### src/design/assert_macros.svh
// Assertion macros for the RTL
`ifndef ASSERT_MACROS_SVH
`define ASSERT_MACROS_SVH
`ifndef SYNTHESIS
// condition implies consequence in the same cycle
`define BBA_ASSERT_IMP(lbl, clk, rst, cond, cons, msg) \
  lbl: assert property (@(posedge clk) disable iff (rst) (cond) |-> (cons)) else $error(msg);
// condition implies consequence in the following cycle
`define BBA_ASSERT_NXT(lbl, clk, rst, cond, cons, msg) \
  lbl: assert property (@(posedge clk) disable iff (rst) (cond) |=> (cons)) else $error(msg);
`else
`define BBA_ASSERT_IMP(lbl, clk, rst, cond, cons, msg)
`define BBA_ASSERT_NXT(lbl, clk, rst, cond, cons, msg)
`endif
`endif

### src/design/bba_ram.sv
module bba_ram #(
  parameter int WIDTH = 8,
  parameter int DEPTH = 16
) (
  input  logic                     clk,
  input  logic                     we,
  input  logic [$clog2(DEPTH)-1:0] waddr,
  input  logic [WIDTH-1:0]         wdata,
  input  logic [$clog2(DEPTH)-1:0] raddr,
  output logic [WIDTH-1:0]         rdata
);
  logic [WIDTH-1:0] mem [DEPTH];

  always_ff @(posedge clk) begin
    if (we) begin
      mem[waddr] <= wdata;
    end
    rdata <= mem[raddr];
  end
endmodule

### config.mk
export PLATFORM = sky130hd
export DESIGN_NAME = bba_ram
export DESIGN_NICKNAME = d
export VERILOG_FILES = /design/src/design/assert_macros.svh /design/src/design/bba_ram.sv
export SDC_FILE = /design/constraint.sdc
export NUM_CORES = 1
export LEC_CHECK = 0
export BUFFER_PORTS_ARGS = -buffer_cell sky130_fd_sc_hd__buf_4
export CAP_MARGIN = 20
export CORE_ASPECT_RATIO = 0.9
export CORE_MARGIN = 3
export CORE_UTILIZATION = 35
export CTS_CLUSTER_DIAMETER = 150
export DETAILED_ROUTE_END_ITERATION = 12
export MAX_ROUTING_LAYER = met4
export PLACE_DENSITY = 0.57
export SYNTH_ARGS = -nofsm -noshare
export SYNTH_HDL_FRONTEND = slang
export SYNTH_SLANG_ARGS = --single-unit
### constraint.sdc
create_clock -name clk -period 1.9 [get_ports clk]
set_clock_uncertainty 0.1 [all_clocks]
set_input_delay 0.38 -clock clk [delete_from_list [all_inputs] [get_ports clk]]
set_output_delay 0.38 -clock clk [all_outputs]
set_load 0.005 [all_outputs]
==> results.md <==
* Status: complete, no violations
* WP data required at 2.10 ns
* CTS tree: yes
* Crit end category: flip-flop
* Synth Area per Inst at 22.5 sq um
* Initial antenna violation count at 0
* Multi-input logic area at 1060 sq um
* I/O pin count at 26
* CP arrival at 1.70 ns
* RD Place Congestion at 0.794
* Hold-fix buffers, CTS at 0
* Worst r2r dst: rdata[3]
* CTS max path bufs at 2
* Netlist Area Pre-Place at 5150 sq um
* Fin crit period at 1.50 ns
* Share of the yosys chip area belonging to registers at 77.8%
* Synth cell types at 19
* Worst vdd ir at 0.775 mV
* Register area at 4000 sq um
* Layout Area Growth over Synthesis at 24.2%
* Total Power at 7.15 mW
* Slew headroom at 42.6%
* Fmax at 0.666 GHz
* FF-to-FF setup slack at 0.40 ns
* Post-Synthesis Cells at 229
* CP max stage delay at 0.55 ns
* Yosys warns at 0
* Area of placed instances at 5770 sq um
* Share of cells above drive strength 1 at 34.9%
* Clock Latency Late Sink at 0.42 ns
* Die area at 16200 sq um
* Vias per inst at 4.92
* Critical path, cell by cell: mux4_1, a22oi_1, nand2_1
* Fin crit share at 79.1%
* Ant diodes at 0
* Worst-path clk slew at 0.06 ns
* CP max FO at 1
* RR Startpoint: mem[9][3]
* DR vias at 2461
* Total grt overflow at 0
* Startpoint Class: flip-flop
* RSZ-0062 raised after global routing: no
* Cts bufs inserted at 17
* Pre-Repair DR Iteration Count at 4
* Count of pins over their slew limit at 0
* Final core occ at 45.0%
* Leak at 2.19 nW
* DR DRC count at 0
* Crit path to: rdata[3]
* CTS sink count at 136
* IO Port Bufs at 25
* Flops & latches, synth at 136
* First-pass GRT wire length at 16.6 mm
* Post-CTS sizing at 0
* Vias in the first global route at 2595
* Final Cell Area at 6390 sq um
* Final nets at 312
* Synth Net Count at 247
* Fill cell count at 1198
* Worst path slowest cell: mux4_1
* Final setup vio count at 0
* Clk root buf: clkbuf_16
* Row Count at 41
* Iteration-0 DRC Markers at 222
* H-tree depth at 4
* Max-cap violations at 0
* Routed len/inst at 21.4 um
* Hold Path Class: in -> reg
* GRT Util Overall at 15.0%
* Post-route setup slack at 0.397 ns
* Worst-Margin Slew at 0.860 ns
* Final hold vios at 0
* Initial core utilization at 36.2%
* Antenna Nets Post-Route at 0
* P per Cell Area at 1120 nW/um^2
* Largest net degree at the start of global routing at 17
* Final Hold Slack at 0.177 ns
* Worst setup startpoint: mem[9][3]
* Die Wd at 134 um
* Stages on worst setup path at 3
* Postcts setup bufs at 0
* Final WL at 10.7 mm
* Critical path buffers and inverters at 0
* Worst path top cell family by delay: multiplexers
* Core area at 14200 sq um
* Setup CP Type: reg -> reg
* Pre-CTS setup slack at -0.0161 ns
* R2r worst-path depth at 3
* Final HPWL DP at 7.04 mm
* Die height at 121 um
through the flow:
| stage | instances | setup TNS (ns) |
|---|---|---|
| final | 500 | 0 |
| after global routing | 500 | 0 |
| after CTS | 500 | 0 |
| after detailed placement | 468 | -0.0161 |
| after global placement | 468 | -0.00731 |
| after floorplan | 229 | 0 |
how the worst min path moves through the flow:
stage	end	slack, ns	start	depth (start not counted)
global placement	rdata[5]	0.55	mem[15][5]	3
CTS	mem[13][4]	0.16	wdata[4]	1
global route	mem[8][5]	0.18	wdata[5]	1
finish	mem[14][5]	0.18	wdata[5]	1
floorplan	mem[0][0]	0.38	wdata[0]	0
detailed placement	rdata[3]	0.56	mem[4][3]	3
area by class of cell:
type | count | share of cell area, %
clock inverters | 15 | 3.13
flip-flops and latches | 136 | 62.6
clock buffers | 17 | 6.66
repair buffers | 56 | 7.17
multi-input cells | 83 | 16.6
well taps | 193 | 3.78
kinds of logic (layout without fill, tap and decap cells):
family,count (synthesis),count (layout),synth area share (%)
compound gates,16,16,2.33
flops,136,136,77.8
buf+inv,10,88,1.68
mux,32,32,15.0
simple gates,35,35,3.18
synthesized netlist by cell type:
master / instances / area [sq um]
buf_6: 3 / 33.8
nor2_1: 13 / 48.8
nor3_1: 4 / 20.0
a22oi_1: 16 / 120
and2b_1: 1 / 7.51
mux4_2: 18 / 405
dfxtp_1: 8 / 160
and2_1: 1 / 6.26
nand3b_1: 2 / 15.0
clkdlybuf4s25_2: 3 / 30.0
buf_4: 1 / 7.51
nand2_1: 9 / 33.8
nand3_1: 1 / 5.00
nor2b_1: 1 / 6.26
edfxtp_1: 128 / 3840
nand2b_1: 2 / 12.5
mux4_1: 14 / 368
or3b_2: 1 / 8.76
buf_2: 3 / 15.0
per-layer routing:
metal / global-route usage [%] / wire length (um) / up-vias
met5: - / 0 / -
met4: 7.26 / 197 / 0
met3: 3.11 / 574 / 16
met2: 22.4 / 5140 / 67
met1: 19.9 / 4790 / 1274
li1: - / - / 1104
layout by cell type (no fill, tap or decap), drive strengths merged:
master / instances
nand2b: 2
nor2b: 1
clkinvlp: 3
nor3: 4
and2: 1
inv: 3
nand3b: 2
dfxtp: 8
or3b: 1
clkbuf: 17
a22oi: 16
edfxtp: 128
clkinv: 5
nand2: 9
bufinv: 4
and2b: 1
nor2: 13
nand3: 1
mux4: 32
buf: 56
sequential cells by signal, summed over array words and instances (netlist names):
register,count
mem,128
rdata,8
power by group:
part	internal, mW	switching, mW
clock	2.20	1.23
sequential	3.35	0.0225
combinational	0.167	0.178
total	5.72	1.43
Power figures use the tool's default switching activity.
